--- src/hdl/pwgm_pkg.sv ---
// shared constants, types and register codes for the prewitt gradient magnitude block
`timescale 1ns / 1ps

package pwgm_pkg;

    // field and register widths
    localparam int PIX_W     = 8;
    localparam int GRAD_W    = 11;
    localparam int MAG_W     = 11;
    localparam int BYTE_W    = 8;
    localparam int CFG_WID_W = 11;
    localparam int CFG_HGT_W = 16;
    localparam int SUM_W     = 21;
    localparam int APB_A_W   = 3;
    localparam int APB_D_W   = 32;

    // default line length of the line store
    localparam int MAX_WIDTH_DEF = 1024;

    // register reset values
    localparam logic [CFG_WID_W-1:0] WIDTH_RST  = 11'd640;
    localparam logic [CFG_HGT_W-1:0] HEIGHT_RST = 16'd480;

    // register indexes, taken from paddr[2]
    localparam logic REG_IMAGE_WIDTH  = 1'b0;
    localparam logic REG_IMAGE_HEIGHT = 1'b1;

    // controller states
    typedef enum logic [2:0] {
        S_IDLE,
        S_WIN,
        S_GRAD,
        S_SQUARE,
        S_ROOT_GO,
        S_ROOT,
        S_LOAD
    } t_state;

    // commands from controller to datapath
    typedef struct packed {
        logic accept;
        logic win;
        logic grad;
        logic square;
        logic root_go;
        logic load;
    } t_cmd;

    // status from datapath to controller
    typedef struct packed {
        logic emit;
        logic root_done;
        logic out_free;
    } t_stat;

endpackage

--- src/hdl/pwgm_ctrl.sv ---
// controller state machine sequencing one pixel request through the datapath
`timescale 1ns / 1ps

module pwgm_ctrl
    import pwgm_pkg::*;
(
    input  logic  i_clk,
    input  logic  i_rst_n,
    input  logic  i_in_valid,
    output logic  o_in_ready,
    input  t_stat i_stat,
    output t_cmd  o_cmd
);

    t_state r_state;
    t_state n_state;

    // state register
    always_ff @(posedge i_clk) begin
        if (!i_rst_n) begin
            r_state <= S_IDLE;
        end else begin
            r_state <= n_state;
        end
    end

    // next state
    always_comb begin
        n_state = r_state;
        unique case (r_state)
            S_IDLE: begin
                if (i_in_valid) n_state = S_WIN;
            end
            S_WIN: begin
                n_state = i_stat.emit ? S_GRAD : S_IDLE;
            end
            S_GRAD:    n_state = S_SQUARE;
            S_SQUARE:  n_state = S_ROOT_GO;
            S_ROOT_GO: n_state = S_ROOT;
            S_ROOT: begin
                if (i_stat.root_done) n_state = S_LOAD;
            end
            S_LOAD: begin
                if (i_stat.out_free) n_state = S_IDLE;
            end
            default:   n_state = S_IDLE;
        endcase
    end

    // command outputs
    always_comb begin
        o_cmd      = '0;
        o_in_ready = 1'b0;
        unique case (r_state)
            S_IDLE: begin
                o_in_ready   = 1'b1;
                o_cmd.accept = i_in_valid;
            end
            S_WIN:     o_cmd.win     = 1'b1;
            S_GRAD:    o_cmd.grad    = 1'b1;
            S_SQUARE:  o_cmd.square  = 1'b1;
            S_ROOT_GO: o_cmd.root_go = 1'b1;
            S_ROOT: begin
            end
            S_LOAD:    o_cmd.load    = i_stat.out_free;
            default: begin
            end
        endcase
    end

endmodule

--- config.mk ---
export PLATFORM = sky130hd
export DESIGN_NAME = pwgm_ctrl
export DESIGN_NICKNAME = d
export VERILOG_FILES = /design/src/hdl/pwgm_pkg.sv /design/src/hdl/pwgm_ctrl.sv
export SDC_FILE = /design/constraint.sdc
export NUM_CORES = 1
export LEC_CHECK = 0
export BUFFER_PORTS_ARGS = -buffer_cell sky130_fd_sc_hd__buf_2
export CORE_AREA = 2 2 39 41
export DETAILED_ROUTE_END_ITERATION = 10
export DIE_AREA = 0 0 41 43
export HOLD_SLACK_MARGIN = 0.15
export PLACE_DENSITY = 0.51
export SETUP_SLACK_MARGIN = 0.05
export SLEW_MARGIN = 20
export SYNTH_ARGS = -nofsm -noshare
export SYNTH_HDL_FRONTEND = slang
export SYNTH_SLANG_ARGS = --single-unit
--- constraint.sdc ---
create_clock -name i_clk -period 3 [get_ports i_clk]
set_input_delay 0.45 -clock i_clk [delete_from_list [all_inputs] [get_ports i_clk]]
set_output_delay 0.45 -clock i_clk [all_outputs]
set_load 0.02 [all_outputs]
==> report_table.html, run 1 <==
<table>
<tr><th>Metric</th><th>Value</th></tr>
<tr><th colspan="2">Outcome</th></tr>
<tr><td>Result of the run</td><td>finished, final reports clean</td></tr>
<tr><th colspan="2">Clock tree</th></tr>
<tr><td>Insertion delay to the later sink of the worst-skew pair</td><td>0.23 ns</td></tr>
<tr><td>Number of clock buffers inserted by TritonCTS</td><td>3</td></tr>
<tr><td>TritonCTS clock tree</td><td>done</td></tr>
<tr><td>Number of resized instances in the post-cts repair step</td><td>0</td></tr>
<tr><td>CTS HTree Levels</td><td>1</td></tr>
<tr><td>Number of buffers inserted by post-CTS setup repair</td><td>0</td></tr>
<tr><td>Cell chosen for the clock root</td><td>clkbuf_4</td></tr>
<tr><td>Clock transition at path regs</td><td>0.04 ns</td></tr>
<tr><td>Total number of clock tree sinks</td><td>3</td></tr>
<tr><td>Post-CTS Hold Buffers</td><td>0</td></tr>
<tr><td>Number of buffers on the longest clock path</td><td>2</td></tr>
<tr><th colspan="2">Drt</th></tr>
<tr><td>Post-DR vias/cell</td><td>4.40</td></tr>
<tr><td>First DRT Iteration DRCs</td><td>2</td></tr>
<tr><td>Detail-routed net length per standard cell</td><td>9.67 um</td></tr>
<tr><td>Post-route ant nets</td><td>0</td></tr>
<tr><td>Total iterations of the first detailed-routing run</td><td>2</td></tr>
<tr><td>WL final</td><td>561 um</td></tr>
<tr><td>Post-detailed-route DRC marker count</td><td>0</td></tr>
<tr><td>DR vias</td><td>255</td></tr>
<tr><th colspan="2">Finish</th></tr>
<tr><td>Largest registers</td><td>r_state (3)</td></tr>
<tr><td>Max FFs per register</td><td>3</td></tr>
<tr><td>Register containing the most flip-flops in the final layout</td><td>r_state</td></tr>
<tr><td>Number of antenna repair diodes</td><td>0</td></tr>
<tr><td>Number of nets in the layout</td><td>49</td></tr>
<tr><td>Proportion of layout cells with a drive suffix above 1</td><td>45.2%</td></tr>
<tr><td>Number of non-filler instances in the completed layout</td><td>58</td></tr>
<tr><td>Synth-to-Final Area Change</td><td>32.8%</td></tr>
<tr><th colspan="2">Yosys</th></tr>
<tr><td>Portion of synthesized cell area occupied by the leading cell type</td><td>23.9%</td></tr>
<tr><td>Net count after synthesis</td><td>35</td></tr>
<tr><td>Unique masters post-synth</td><td>22</td></tr>
<tr><td>Proportion of synthesized flip-flops having asynchronous set or reset</td><td>0%</td></tr>
<tr><td>Average cell area after synthesis</td><td>8.67 um^2</td></tr>
<tr><td>Most instantiated library cell after synthesis</td><td>dfxtp_1</td></tr>
<tr><td>Number of register bits inferred by synthesis</td><td>3</td></tr>
<tr><td>Number of warning messages in the yosys log</td><td>0</td></tr>
<tr><td>Area contributors post-synth</td><td>dfxtp_1 24%, nor3b_1 6.0%, and2_1 5.0%, and3_1 5.0%, and4bb_2 5.0%</td></tr>
<tr><td>Cells after Synth</td><td>29</td></tr>
<tr><td>Mapped Area</td><td>251 um^2</td></tr>
<tr><td>Share of the yosys chip area belonging to registers</td><td>23.9%</td></tr>
<tr><td>EDFF count, synth</td><td>0</td></tr>
<tr><td>Ys flop type</td><td>dfxtp_1</td></tr>
<tr><td>Cell accounting for the most synthesized area</td><td>dfxtp_1</td></tr>
<tr><th colspan="2">STA</th></tr>
<tr><td>Min cycle time layout</td><td>1.67 ns</td></tr>
<tr><td>Share of the cycle needed by the critical path after routing</td><td>55.8%</td></tr>
<tr><td>Unrepaired setup endpoints after global routing</td><td>no</td></tr>
<tr><td>Total negative slack for setup checks</td><td>0 ns</td></tr>
<tr><td>WHS</td><td>0.459 ns</td></tr>
<tr><td>Final clock skew</td><td>0.00167 ns</td></tr>
<tr><td>Max Clk Rate</td><td>598 MHz</td></tr>
<tr><td>Setup Viol. Count Final</td><td>0</td></tr>
<tr><td>Actual transition at the worst max-transition pin</td><td>0.401 ns</td></tr>
<tr><td>Max-slew violation count</td><td>0</td></tr>
<tr><td>Worst Setup Slack, final</td><td>1.33 ns</td></tr>
<tr><td>Hold Vio Cnt, Final</td><td>0</td></tr>
<tr><td>Relative max-transition margin</td><td>73.2%</td></tr>
<tr><th colspan="2">Hold path</th></tr>
<tr><td>Hold-critical path depth</td><td>2</td></tr>
<tr><td>HP Start</td><td>i_rst_n</td></tr>
<tr><td>Hold Crit Endpoint</td><td>r_state[2]$_SDFFE_PN0P_</td></tr>
<tr><td>Class of the tightest hold or removal check</td><td>input port to flop</td></tr>
<tr><th colspan="2">Floorplanning</th></tr>
<tr><td>Vertical die dimension</td><td>43 um</td></tr>
<tr><td>Top Ports</td><td>13</td></tr>
<tr><td>Core Box Area</td><td>0.00138 mm^2</td></tr>
<tr><td>Die area</td><td>0.00176 mm^2</td></tr>
<tr><td>Count of standard-cell rows</td><td>14</td></tr>
<tr><td>Die Span X</td><td>41 um</td></tr>
<tr><td>Effective utilization at floorplan</td><td>18.2%</td></tr>
<tr><th colspan="2">Pwr</th></tr>
<tr><td>Worst supply voltage drop on vdd</td><td>0.237 mV</td></tr>
<tr><td>Clock power frac</td><td>42.0%</td></tr>
<tr><td>Power density relative to cell area</td><td>495 mW/mm^2</td></tr>
<tr><td>Reported net switching power</td><td>0.0522 mW</td></tr>
<tr><td>Fraction of power spent switching nets</td><td>31.5%</td></tr>
<tr><td>Internal Dissipation</td><td>0.113 mW</td></tr>
<tr><td>Leakage power figure</td><td>0.157 nW</td></tr>
<tr><td>Post-layout power</td><td>0.166 mW</td></tr>
<tr><td>Flop pwr share</td><td>33.0%</td></tr>
<tr><td>Logic pwr share</td><td>25.0%</td></tr>
<tr><th colspan="2">Critical path</th></tr>
<tr><td>Critical path capture point type</td><td>output pin</td></tr>
<tr><td>Slowest cell delay on critical path</td><td>0.54 ns</td></tr>
<tr><td>R2R Setup Slk</td><td>1.80 ns</td></tr>
<tr><td>Crit Path Category</td><td>flop to output pin</td></tr>
<tr><td>Length in cells of the worst reg-to-reg path</td><td>2</td></tr>
<tr><td>Crit Reg-Reg Endpoint</td><td>r_state[1]$_SDFFE_PN0P_</td></tr>
<tr><td>Critical path data required time</td><td>2.55 ns</td></tr>
<tr><td>Cells along the critical path</td><td>nor3b_2 &gt; buf_2</td></tr>
<tr><td>Critical path's slowest cell</td><td>dfxtp_1</td></tr>
<tr><td>Startpoint of the worst-slack reg-to-reg timing path</td><td>r_state[1]$_SDFFE_PN0P_</td></tr>
<tr><td>CP Max Fanout</td><td>14</td></tr>
<tr><td>Type of element launching the critical path</td><td>flop</td></tr>
<tr><td>Worst EP arrival</td><td>1.22 ns</td></tr>
<tr><th colspan="2">Place</th></tr>
<tr><td>Pre-CTS WS</td><td>1.58 ns</td></tr>
<tr><td>Weighted congestion at the end of routability-driven global placement</td><td>0.627</td></tr>
<tr><td>Number of instances in the placed design</td><td>54</td></tr>
<tr><td>Placed wire-length estimate</td><td>406 um</td></tr>
<tr><td>Port Buffer Count</td><td>12</td></tr>
<tr><th colspan="2">Global route</th></tr>
<tr><td>GRT Residual Overflow</td><td>0</td></tr>
<tr><td>Maximum number of pins on one net before global-route repair</td><td>15</td></tr>
<tr><td>Tot GR Track Use</td><td>7.92%</td></tr>
<tr><td>Global-route wire length before repair</td><td>903 um</td></tr>
<tr><td>Number of global-route vias before repair</td><td>231</td></tr>
<tr><td>Number of antenna violations at the first check in global routing</td><td>0</td></tr>
<tr><th colspan="2">Job</th></tr>
<tr><td># Max-Cap Violations</td><td>0</td></tr>
</table>
[how the worst max path moves through the flow]
stage | depth (start not counted) | startpoint | end
after floorplan | 3 | r_state[2]$_SDFFE_PN0P_ | o_cmd[5]
after global placement | 2 | r_state[1]$_SDFFE_PN0P_ | o_cmd[3]
after detailed placement | 2 | r_state[1]$_SDFFE_PN0P_ | o_cmd[3]
after CTS | 2 | r_state[1]$_SDFFE_PN0P_ | o_cmd[3]
after global routing | 2 | r_state[1]$_SDFFE_PN0P_ | o_cmd[3]
final | 2 | r_state[1]$_SDFFE_PN0P_ | o_cmd[3]
[power groups by stage]
stage / Clock (mW) / Sequential [mW] / Combinational, mW
detailed placement: 0 / 0.0549 / 0.0420
global route: 0.0792 / 0.0560 / 0.0454
CTS: 0.0741 / 0.0543 / 0.0421
finish: 0.0695 / 0.0547 / 0.0414
floorplan: 0 / 0.0467 / 0.0395
global placement: 0 / 0.0547 / 0.0413
[critical path, delay by kind of cell (launching register included)]
family	cells	cell delay, ns
buffers and inverters	1	0.19
DFF	1	0.54
and+or+nand+nor	1	0.26
[per-layer routing]
layer	global-route usage (%)	routed length, um
met5	0	0
met4	6.00	0
met3	4.71	36
met2	9.06	271
met1	10.2	253
[final cells by class]
class	count	area [um^2]
Fill cell	165	1050
Multi-Input combinational cell	23	168
Sequential cell	3	60.1
Timing Repair Buffer	12	60.1
Clock buffer	4	26.3
Tap cell	16	20.0
[stage by stage]
stage | area [um^2] | utilization, %
6_report | 334 | 24.1
5_1_grt | 334 | 24.1
4_1_cts | 334 | 24.1
3_5_place_dp | 308 | 22.2
3_3_place_gp | 308 | 22.2
2_1_floorplan | 251 | -
[logic make-up after synthesis]
family	synth area share [%]
flops	23.9
compound gates	15.9
buf+inv	9.45
simple gates	50.7
[cells in the final DEF (no fill, tap or decap), drive strengths merged]
| master | count |
|---|---|
| buf | 12 |
| nor3 | 1 |
| and3b | 1 |
| o21ai | 2 |
| and3 | 2 |
| clkbuf | 4 |
| or2b | 1 |
| o22ai | 1 |
| dfxtp | 3 |
| nand2 | 1 |
| o21bai | 1 |
| nand4b | 1 |
| nand3 | 1 |
| o21a | 1 |
| o31a | 1 |
| and4bb | 1 |
| and2 | 2 |
| and4b | 1 |
| nor2 | 2 |
| nor3b | 3 |
(Power assumes the default switching activity.)
==> inputs of run 2 (changes only) <==
--- a/config.mk
+++ b/config.mk
@@ -10,7 +10,7 @@
 export DETAILED_ROUTE_END_ITERATION = 10
 export DIE_AREA = 0 0 41 43
 export HOLD_SLACK_MARGIN = 0.15
-export PLACE_DENSITY = 0.51
+export PLACE_DENSITY = 0.52
 export SETUP_SLACK_MARGIN = 0.05
 export SLEW_MARGIN = 20
 export SYNTH_ARGS = -nofsm -noshare
==> constraint.sdc (replaced) <==
create_clock -name i_clk -period 1.4 [get_ports i_clk]
set_input_delay 0.21 -clock i_clk [delete_from_list [all_inputs] [get_ports i_clk]]
set_output_delay 0.21 -clock i_clk [all_outputs]
set_load 0.02 [all_outputs]
==> run 2 against run 1 <==
Sequential power increased by 120%. Sequential cell count unchanged. Clock power increased by 120%. Total power increased by 120%. Combinational power increased by 120%. Die area unchanged. Clock skew about the same. Cell area increased by 5.2%. Hold slack got worse by 0.24 ns. Non-clock buffer count unchanged. Critical path depth increased by 1.
==> report_table.html, run 2 (same netlist as run 1, synthesis figures left out) <==
<table>
<tr><th>Metric</th><th>Value</th></tr>
<tr><th colspan="2">Finish</th></tr>
<tr><td>Leading cell type in the layout, fill and taps excluded</td><td>buf_2</td></tr>
<tr><td>Number of nets in the layout</td><td>49 (unchanged)</td></tr>
<tr><td>Synth-to-Final Area Change</td><td>39.8%</td></tr>
<tr><td>Number of antenna repair diodes</td><td>0 (unchanged)</td></tr>
<tr><td>Post-layout instance area</td><td>352 um^2 (+5.2%)</td></tr>
<tr><td>Register containing the most flip-flops in the final layout</td><td>r_state</td></tr>
<tr><td>Largest registers</td><td>r_state (3)</td></tr>
<tr><td>Proportion of layout cells with a drive suffix above 1</td><td>52.4% (+7.1 points)</td></tr>
<tr><td>Most frequent cells in the layout</td><td>12 x buf_2, 3 x clkbuf_4, 3 x dfxtp_4</td></tr>
<tr><td>Max FFs per register</td><td>3 (unchanged)</td></tr>
<tr><th colspan="2">Critical path</th></tr>
<tr><td>CP Max Fanout</td><td>12 (-2)</td></tr>
<tr><td>Cells along the critical path</td><td>nor3_4 &gt; and2_1 &gt; buf_2</td></tr>
<tr><td>Launch point of the critical path</td><td>r_state[2]$_SDFFE_PN0P_</td></tr>
<tr><td>Startpoint of the worst-slack reg-to-reg timing path</td><td>r_state[1]$_SDFFE_PN0P_</td></tr>
<tr><td>Critical path's slowest cell</td><td>dfxtp_4</td></tr>
<tr><td>Length in cells of the worst reg-to-reg path</td><td>2 (unchanged)</td></tr>
<tr><td>Crit Reg-Reg Endpoint</td><td>r_state[1]$_SDFFE_PN0P_</td></tr>
<tr><td>Type of element launching the critical path</td><td>flop</td></tr>
<tr><td>Critical path capture point type</td><td>output pin</td></tr>
<tr><td>Worst EP arrival</td><td>1.10 ns (-0.12 ns)</td></tr>
<tr><td>Critical path data required time</td><td>1.19 ns (-1.36 ns)</td></tr>
<tr><td>Crit Path Category</td><td>flop to output pin</td></tr>
<tr><td>Slowest cell delay on critical path</td><td>0.38 ns (-0.16 ns)</td></tr>
<tr><td>Capture point of the worst path</td><td>o_cmd[5]</td></tr>
<tr><td>R2R Setup Slk</td><td>0.35 ns (-1.45 ns)</td></tr>
<tr><th colspan="2">STA</th></tr>
<tr><td>Worst Setup Slack, final</td><td>0.0921 ns (-1.23 ns)</td></tr>
<tr><td>WHS</td><td>0.222 ns (-0.237 ns)</td></tr>
<tr><td>Max-slew violation count</td><td>0 (unchanged)</td></tr>
<tr><td>Max Clk Rate</td><td>765 MHz</td></tr>
<tr><td>Min cycle time layout</td><td>1.31 ns</td></tr>
<tr><td>Actual transition at the worst max-transition pin</td><td>0.155 ns (-0.246 ns)</td></tr>
<tr><td>Relative max-transition margin</td><td>89.6% (+16 points)</td></tr>
<tr><td>Share of the cycle needed by the critical path after routing</td><td>93.4%</td></tr>
<tr><td>Total negative slack for setup checks</td><td>0 ns (unchanged)</td></tr>
<tr><td>Setup Viol. Count Final</td><td>0 (unchanged)</td></tr>
<tr><td>Hold Vio Cnt, Final</td><td>0 (unchanged)</td></tr>
<tr><td>Final clock skew</td><td>0.00197 ns (+0.000299 ns)</td></tr>
<tr><td>Unrepaired setup endpoints after global routing</td><td>yes</td></tr>
<tr><th colspan="2">Floorplanning</th></tr>
<tr><td>Count of standard-cell rows</td><td>14 (unchanged)</td></tr>
<tr><td>Die Span X</td><td>41 um (unchanged)</td></tr>
<tr><td>Vertical die dimension</td><td>43 um (unchanged)</td></tr>
<tr><td>Top Ports</td><td>13 (unchanged)</td></tr>
<tr><td>Core Box Area</td><td>0.00138 mm^2 (unchanged)</td></tr>
<tr><td>Effective utilization at floorplan</td><td>18.2% (unchanged)</td></tr>
<tr><td>Die area</td><td>0.00176 mm^2 (unchanged)</td></tr>
<tr><th colspan="2">Global route</th></tr>
<tr><td>GRT Residual Overflow</td><td>0 (unchanged)</td></tr>
<tr><td>Number of global-route vias before repair</td><td>222 (-3.9%)</td></tr>
<tr><td>Maximum number of pins on one net before global-route repair</td><td>15 (unchanged)</td></tr>
<tr><td>Global-route wire length before repair</td><td>979 um (+8.4%)</td></tr>
<tr><td>Number of antenna violations at the first check in global routing</td><td>0 (unchanged)</td></tr>
<tr><td>Tot GR Track Use</td><td>9.24% (+1.3 points)</td></tr>
<tr><th colspan="2">Clock tree</th></tr>
<tr><td>Total number of clock tree sinks</td><td>3 (unchanged)</td></tr>
<tr><td>CTS HTree Levels</td><td>1 (unchanged)</td></tr>
<tr><td>Number of clock buffers inserted by TritonCTS</td><td>3 (unchanged)</td></tr>
<tr><td>Insertion delay to the later sink of the worst-skew pair</td><td>0.23 ns (about the same)</td></tr>
<tr><td>Cell chosen for the clock root</td><td>clkbuf_4</td></tr>
<tr><td>Number of buffers inserted by post-CTS setup repair</td><td>0 (unchanged)</td></tr>
<tr><td>Clock transition at path regs</td><td>0.04 ns (about the same)</td></tr>
<tr><td>Number of buffers on the longest clock path</td><td>2 (unchanged)</td></tr>
<tr><td>TritonCTS clock tree</td><td>done</td></tr>
<tr><th colspan="2">Pwr</th></tr>
<tr><td>Power density relative to cell area</td><td>1050 mW/mm^2 (+110%)</td></tr>
<tr><td>Worst supply voltage drop on vdd</td><td>0.423 mV (+79%)</td></tr>
<tr><td>Leakage power figure</td><td>0.161 nW (+3.0%)</td></tr>
<tr><td>Post-layout power</td><td>0.368 mW (+120%)</td></tr>
<tr><th colspan="2">Drt</th></tr>
<tr><td>First DRT Iteration DRCs</td><td>6 (+4)</td></tr>
<tr><td>Detail-routed net length per standard cell</td><td>11.0 um (+13%)</td></tr>
<tr><td>WL final</td><td>636 um (+13%)</td></tr>
<tr><td>Post-detailed-route DRC marker count</td><td>0 (unchanged)</td></tr>
<tr><td>Post-route ant nets</td><td>0 (unchanged)</td></tr>
<tr><td>Total iterations of the first detailed-routing run</td><td>4 (+2)</td></tr>
<tr><td>Post-DR vias/cell</td><td>4.72 (+7.5%)</td></tr>
<tr><td>DR vias</td><td>274 (+7.5%)</td></tr>
<tr><th colspan="2">Place</th></tr>
<tr><td>Pre-CTS WS</td><td>0.181 ns (-1.39 ns)</td></tr>
<tr><td>Dpl cell area</td><td>308 um^2 (unchanged)</td></tr>
<tr><td>Port Buffer Count</td><td>12 (unchanged)</td></tr>
<tr><td>Weighted congestion at the end of routability-driven global placement</td><td>0.615 (-1.9%)</td></tr>
<tr><th colspan="2">Outcome</th></tr>
<tr><td>Result of the run</td><td>finished, final reports clean</td></tr>
<tr><th colspan="2">Hold path</th></tr>
<tr><td>Class of the tightest hold or removal check</td><td>input port to flop</td></tr>
<tr><th colspan="2">Job</th></tr>
<tr><td># Max-Cap Violations</td><td>0 (unchanged)</td></tr>
</table>
run 2: worst max-delay path, delay by kind of cell, from the launching register on:
kind	cells	cell delay, ns
buf+inv	1	0.15
flops	1	0.38
simple gates	2	0.33
run 2: through the flow:
step | utilization (%) | instances
3_3_place_gp | 22.2 | 54
6_report | 25.4 | 58
5_1_grt | 25.4 | 58
2_1_floorplan | - | 29
4_1_cts | 24.4 | 58
3_5_place_dp | 22.2 | 54
run 2: power by group:
group / internal [mW] / switching, mW
clock: 0.107 / 0.0467
combinational: 0.0454 / 0.0473
sequential: 0.0940 / 0.0273
total: 0.246 / 0.121
run 2: cell type report:
| class | count | area (um^2) |
|---|---|---|
| sequential | 3 | 71.3 |
| tap | 16 | 20.0 |
| timing repair buffer | 12 | 60.1 |
| clock buffer | 4 | 26.3 |
| fill | 163 | 1030 |
| multi-input combinational | 23 | 174 |
run 2: per-layer routing:
layer  vias to the layer above  wire length, um  global-route usage [%]
met5                         -                0                       0
met4                         0               22                    12.0
met3                         2               28                    3.14
met2                         6              310                    10.0
met1                       132              274                    11.6
li1                        134                -                       -
run 2: how the worst min path moves through the flow:
stage | depth (start not counted) | from | endpoint
2_1_floorplan | 1 | i_rst_n | r_state[2]$_SDFFE_PN0P_
3_3_place_gp | 2 | i_rst_n | r_state[2]$_SDFFE_PN0P_
3_5_place_dp | 2 | i_rst_n | r_state[2]$_SDFFE_PN0P_
4_1_cts | 2 | i_rst_n | r_state[2]$_SDFFE_PN0P_
5_1_grt | 2 | i_rst_n | r_state[2]$_SDFFE_PN0P_
6_report | 2 | i_rst_n | r_state[2]$_SDFFE_PN0P_
run 2: repair_timing:
action / in CTS / in global routing
resized for setup: 3 / 4
endpoints found under the setup margin: 6 / 5
endpoints found under the hold margin: 0 / 0
gates cloned: 0 / 0
hold buffers: 0 / 0
==> inputs of run 3 (changes only) <==
--- a/config.mk
+++ b/config.mk
@@ -6,9 +6,9 @@
 export NUM_CORES = 1
 export LEC_CHECK = 0
 export BUFFER_PORTS_ARGS = -buffer_cell sky130_fd_sc_hd__buf_2
-export CORE_AREA = 2 2 39 41
+export CORE_AREA = 5 5 42 44
 export DETAILED_ROUTE_END_ITERATION = 10
-export DIE_AREA = 0 0 41 43
+export DIE_AREA = 0 0 47 49
 export HOLD_SLACK_MARGIN = 0.15
 export PLACE_DENSITY = 0.52
 export SETUP_SLACK_MARGIN = 0.05
==> constraint.sdc (replaced) <==
create_clock -name i_clk -period 1.4 [get_ports i_clk]
set_input_delay 0.14 -clock i_clk [delete_from_list [all_inputs] [get_ports i_clk]]
set_output_delay 0.14 -clock i_clk [all_outputs]
set_load 0.02 [all_outputs]
==> run 3 against run 2 <==
Setup slack improved by 0.055 ns. Critical path depth decreased by 1. Cell count grew 1.7%. Register-to-register slack worse by 0.03 ns. Global-route usage is 2.5 points lower. Clock power hardly changed. Count of clock-buffer cells in the layout unchanged. Sequential share of layout area is 1.9 points lower.
==> report_table.html, run 3 (same netlist as run 1, synthesis figures left out) <==
<table>
<tr><th>Metric</th><th>Value</th></tr>
<tr><th colspan="2">Critical path</th></tr>
<tr><td>Critical path buffers and inverters</td><td>1 (unchanged)</td></tr>
<tr><td>Critical path's slowest cell</td><td>dfxtp_2</td></tr>
<tr><td>Crit Path Category</td><td>flop to output pin</td></tr>
<tr><td>Length in cells of the worst reg-to-reg path</td><td>2 (unchanged)</td></tr>
<tr><td>Type of element launching the critical path</td><td>flop</td></tr>
<tr><td>Top delay family on crit path</td><td>flip-flops</td></tr>
<tr><td>CP Max Fanout</td><td>14 (+2)</td></tr>
<tr><td>Critical path data required time</td><td>1.26 ns (+0.07 ns)</td></tr>
<tr><td>Critical path capture point type</td><td>output pin</td></tr>
<tr><td>Crit Reg-Reg Endpoint</td><td>r_state[1]$_SDFFE_PN0P_</td></tr>
<tr><td>R2R Setup Slk</td><td>0.32 ns (-0.03 ns)</td></tr>
<tr><td>Startpoint of the worst-slack reg-to-reg timing path</td><td>r_state[1]$_SDFFE_PN0P_</td></tr>
<tr><td>Slowest cell delay on critical path</td><td>0.44 ns (+0.06 ns)</td></tr>
<tr><td>Cells along the critical path</td><td>nor3b_2 &gt; buf_2</td></tr>
<tr><td>Worst EP arrival</td><td>1.11 ns (about the same)</td></tr>
<tr><th colspan="2">Outcome</th></tr>
<tr><td>Result of the run</td><td>finished, final reports clean</td></tr>
<tr><th colspan="2">Pwr</th></tr>
<tr><td>Worst supply voltage drop on vdd</td><td>0.376 mV (-11%)</td></tr>
<tr><td>Leakage power figure</td><td>0.162 nW (+0.40%)</td></tr>
<tr><td>Power density relative to cell area</td><td>1050 mW/mm^2 (+0.32%)</td></tr>
<tr><th colspan="2">Floorplanning</th></tr>
<tr><td>Effective utilization at floorplan</td><td>17.9% (-0.23 points)</td></tr>
<tr><td>Count of standard-cell rows</td><td>14 (unchanged)</td></tr>
<tr><td>Vertical die dimension</td><td>49 um (+14%)</td></tr>
<tr><td>Die Span X</td><td>47 um (+15%)</td></tr>
<tr><td>Die area</td><td>0.00230 mm^2 (+31%)</td></tr>
<tr><td>Core Box Area</td><td>0.00140 mm^2 (+1.3%)</td></tr>
<tr><td>Top Ports</td><td>13 (unchanged)</td></tr>
<tr><th colspan="2">Finish</th></tr>
<tr><td>Register containing the most flip-flops in the final layout</td><td>r_state</td></tr>
<tr><td>Most frequent cells in the layout</td><td>12 x buf_2, 3 x clkbuf_4, 3 x dfxtp_2</td></tr>
<tr><td>Max FFs per register</td><td>3 (unchanged)</td></tr>
<tr><td>Proportion of layout cells with a drive suffix above 1</td><td>51.2% (-1.2 points)</td></tr>
<tr><td>Number of antenna repair diodes</td><td>0 (unchanged)</td></tr>
<tr><td>Largest registers</td><td>r_state (3)</td></tr>
<tr><td>Fraction of the core area covered by cells at the end of the flow</td><td>24.8% (-0.59 points)</td></tr>
<tr><td>Number of nets in the layout</td><td>50 (+2.0%)</td></tr>
<tr><td>Leading cell type in the layout, fill and taps excluded</td><td>buf_2</td></tr>
<tr><td>Synth-to-Final Area Change</td><td>38.3%</td></tr>
<tr><th colspan="2">STA</th></tr>
<tr><td>Total negative slack for setup checks</td><td>0 ns (unchanged)</td></tr>
<tr><td>Relative max-transition margin</td><td>84.9% (-4.8 points)</td></tr>
<tr><td>Max-slew violation count</td><td>0 (unchanged)</td></tr>
<tr><td>Actual transition at the worst max-transition pin</td><td>0.227 ns (+0.0718 ns)</td></tr>
<tr><td>Final clock skew</td><td>0.000908 ns (-0.00106 ns)</td></tr>
<tr><td>Setup Viol. Count Final</td><td>0 (unchanged)</td></tr>
<tr><td>Unrepaired setup endpoints after global routing</td><td>no</td></tr>
<tr><td>Min cycle time layout</td><td>1.25 ns (-0.0548 ns)</td></tr>
<tr><td>Max Clk Rate</td><td>798 MHz (+4.4%)</td></tr>
<tr><td>Share of the cycle needed by the critical path after routing</td><td>89.5% (-3.9 points)</td></tr>
<tr><td>Hold Vio Cnt, Final</td><td>0 (unchanged)</td></tr>
<tr><th colspan="2">Drt</th></tr>
<tr><td>Post-detailed-route DRC marker count</td><td>0 (unchanged)</td></tr>
<tr><td>DR vias</td><td>257 (-6.2%)</td></tr>
<tr><td>First DRT Iteration DRCs</td><td>0 (-6)</td></tr>
<tr><td>WL final</td><td>641 um (+0.79%)</td></tr>
<tr><td>Total iterations of the first detailed-routing run</td><td>1 (-3)</td></tr>
<tr><td>Post-DR vias/cell</td><td>4.36 (-7.8%)</td></tr>
<tr><td>Detail-routed net length per standard cell</td><td>10.9 um (-0.92%)</td></tr>
<tr><td>Post-route ant nets</td><td>0 (unchanged)</td></tr>
<tr><th colspan="2">Clock tree</th></tr>
<tr><td>Total number of clock tree sinks</td><td>3 (unchanged)</td></tr>
<tr><td>TritonCTS clock tree</td><td>done</td></tr>
<tr><td>Clock transition at path regs</td><td>0.04 ns (about the same)</td></tr>
<tr><td>Insertion delay to the later sink of the worst-skew pair</td><td>0.23 ns (about the same)</td></tr>
<tr><td>CTS HTree Levels</td><td>1 (unchanged)</td></tr>
<tr><td>Cell chosen for the clock root</td><td>clkbuf_4</td></tr>
<tr><td>Number of buffers on the longest clock path</td><td>2 (unchanged)</td></tr>
<tr><td>Number of clock buffers inserted by TritonCTS</td><td>3 (unchanged)</td></tr>
<tr><th colspan="2">Hold path</th></tr>
<tr><td>Class of the tightest hold or removal check</td><td>input port to flop</td></tr>
<tr><td>Hold Crit Endpoint</td><td>r_state[0]$_SDFFE_PN0P_</td></tr>
<tr><td>Hold-critical path depth</td><td>3 (+1)</td></tr>
<tr><td>HP Start</td><td>i_stat[1]</td></tr>
<tr><th colspan="2">Global route</th></tr>
<tr><td>Tot GR Track Use</td><td>6.75% (-2.5 points)</td></tr>
<tr><td>GRT Residual Overflow</td><td>0 (unchanged)</td></tr>
<tr><td>Number of global-route vias before repair</td><td>238 (+7.2%)</td></tr>
<tr><td>Global-route wire length before repair</td><td>1080 um (+11%)</td></tr>
<tr><td>Number of antenna violations at the first check in global routing</td><td>0 (unchanged)</td></tr>
<tr><td>Maximum number of pins on one net before global-route repair</td><td>15 (unchanged)</td></tr>
<tr><th colspan="2">Place</th></tr>
<tr><td>Placed wire-length estimate</td><td>446 um</td></tr>
<tr><td>Weighted congestion at the end of routability-driven global placement</td><td>0.657 (+6.8%)</td></tr>
<tr><td>Port Buffer Count</td><td>12 (unchanged)</td></tr>
<tr><th colspan="2">Job</th></tr>
<tr><td># Max-Cap Violations</td><td>0 (unchanged)</td></tr>
</table>
run 3: cell count changes in the layout (fill, tap and decap cells not counted):
| cell | delta |
|---|---|
| nor3_4 | -1 |
| dfxtp_4 | -3 |
| dlygate4sd3_1 | +1 |
| dfxtp_2 | +3 |
| nor3_2 | +1 |
run 3: worst max path at each step:
stage	start	to	cells after the start
floorplan	r_state[2]$_SDFFE_PN0P_	o_cmd[5]	3
global placement	r_state[1]$_SDFFE_PN0P_	r_state[1]$_SDFFE_PN0P_	2
detailed placement	r_state[1]$_SDFFE_PN0P_	r_state[1]$_SDFFE_PN0P_	2
CTS	r_state[2]$_SDFFE_PN0P_	o_cmd[5]	3
global route	r_state[0]$_SDFFE_PN0P_	o_cmd[4]	2
finish	r_state[1]$_SDFFE_PN0P_	o_cmd[3]	2
run 3: power breakdown:
part / switching [mW] / total [mW] / internal, mW
sequential: 0.0243 / 0.120 / 0.0954
combinational: 0.0466 / 0.0909 / 0.0443
clock: 0.0472 / 0.154 / 0.107
run 3: per-stage QoR:
stage,instance area [um^2],power [mW],hold WS (ns),instances,setup slack [ns]
2_1_floorplan,251,0.185,0.257,29,0.144
3_3_place_gp,308,0.206,0.381,54,0.231
3_5_place_dp,308,0.209,0.386,54,0.195
4_1_cts,347,0.372,0.284,59,0.0735
5_1_grt,348,0.401,0.312,59,0.0548
6_report,348,0.365,0.294,59,0.147
run 3: layout make-up:
| cell class | instances | area [um^2] |
|---|---|---|
| fillers | 174 | 1050 |
| multi-input cells | 23 | 168 |
| repair buffers | 13 | 70.1 |
| flip-flops and latches | 3 | 63.8 |
| well taps | 16 | 20.0 |
| clock buffers | 4 | 26.3 |
run 3: worst min-delay path, cell delays in order:
cell,delay [ns]
buf_2,0.09
o22ai_1,0.07
and3_1,0.18
run 3: repair_timing:
action / in CTS / in global routing
hold buffers: 1 / 0
pin swaps: 0 / 0
endpoints found under the setup margin: 3 / 3
gates cloned: 0 / 0
gates resized for setup: 2 / 1
hold endpoints to repair: 2 / 0
buffers inserted: 0 / 0
run 3: per-layer routing:
metal  share of wire (%)  up-vias  track usage, %
li1                    -      133               -
met1                  45      117            8.08
met2                  48        7            9.28
met3                 6.4        0            3.32
met4                   0        0            4.15
met5                   0        -               0
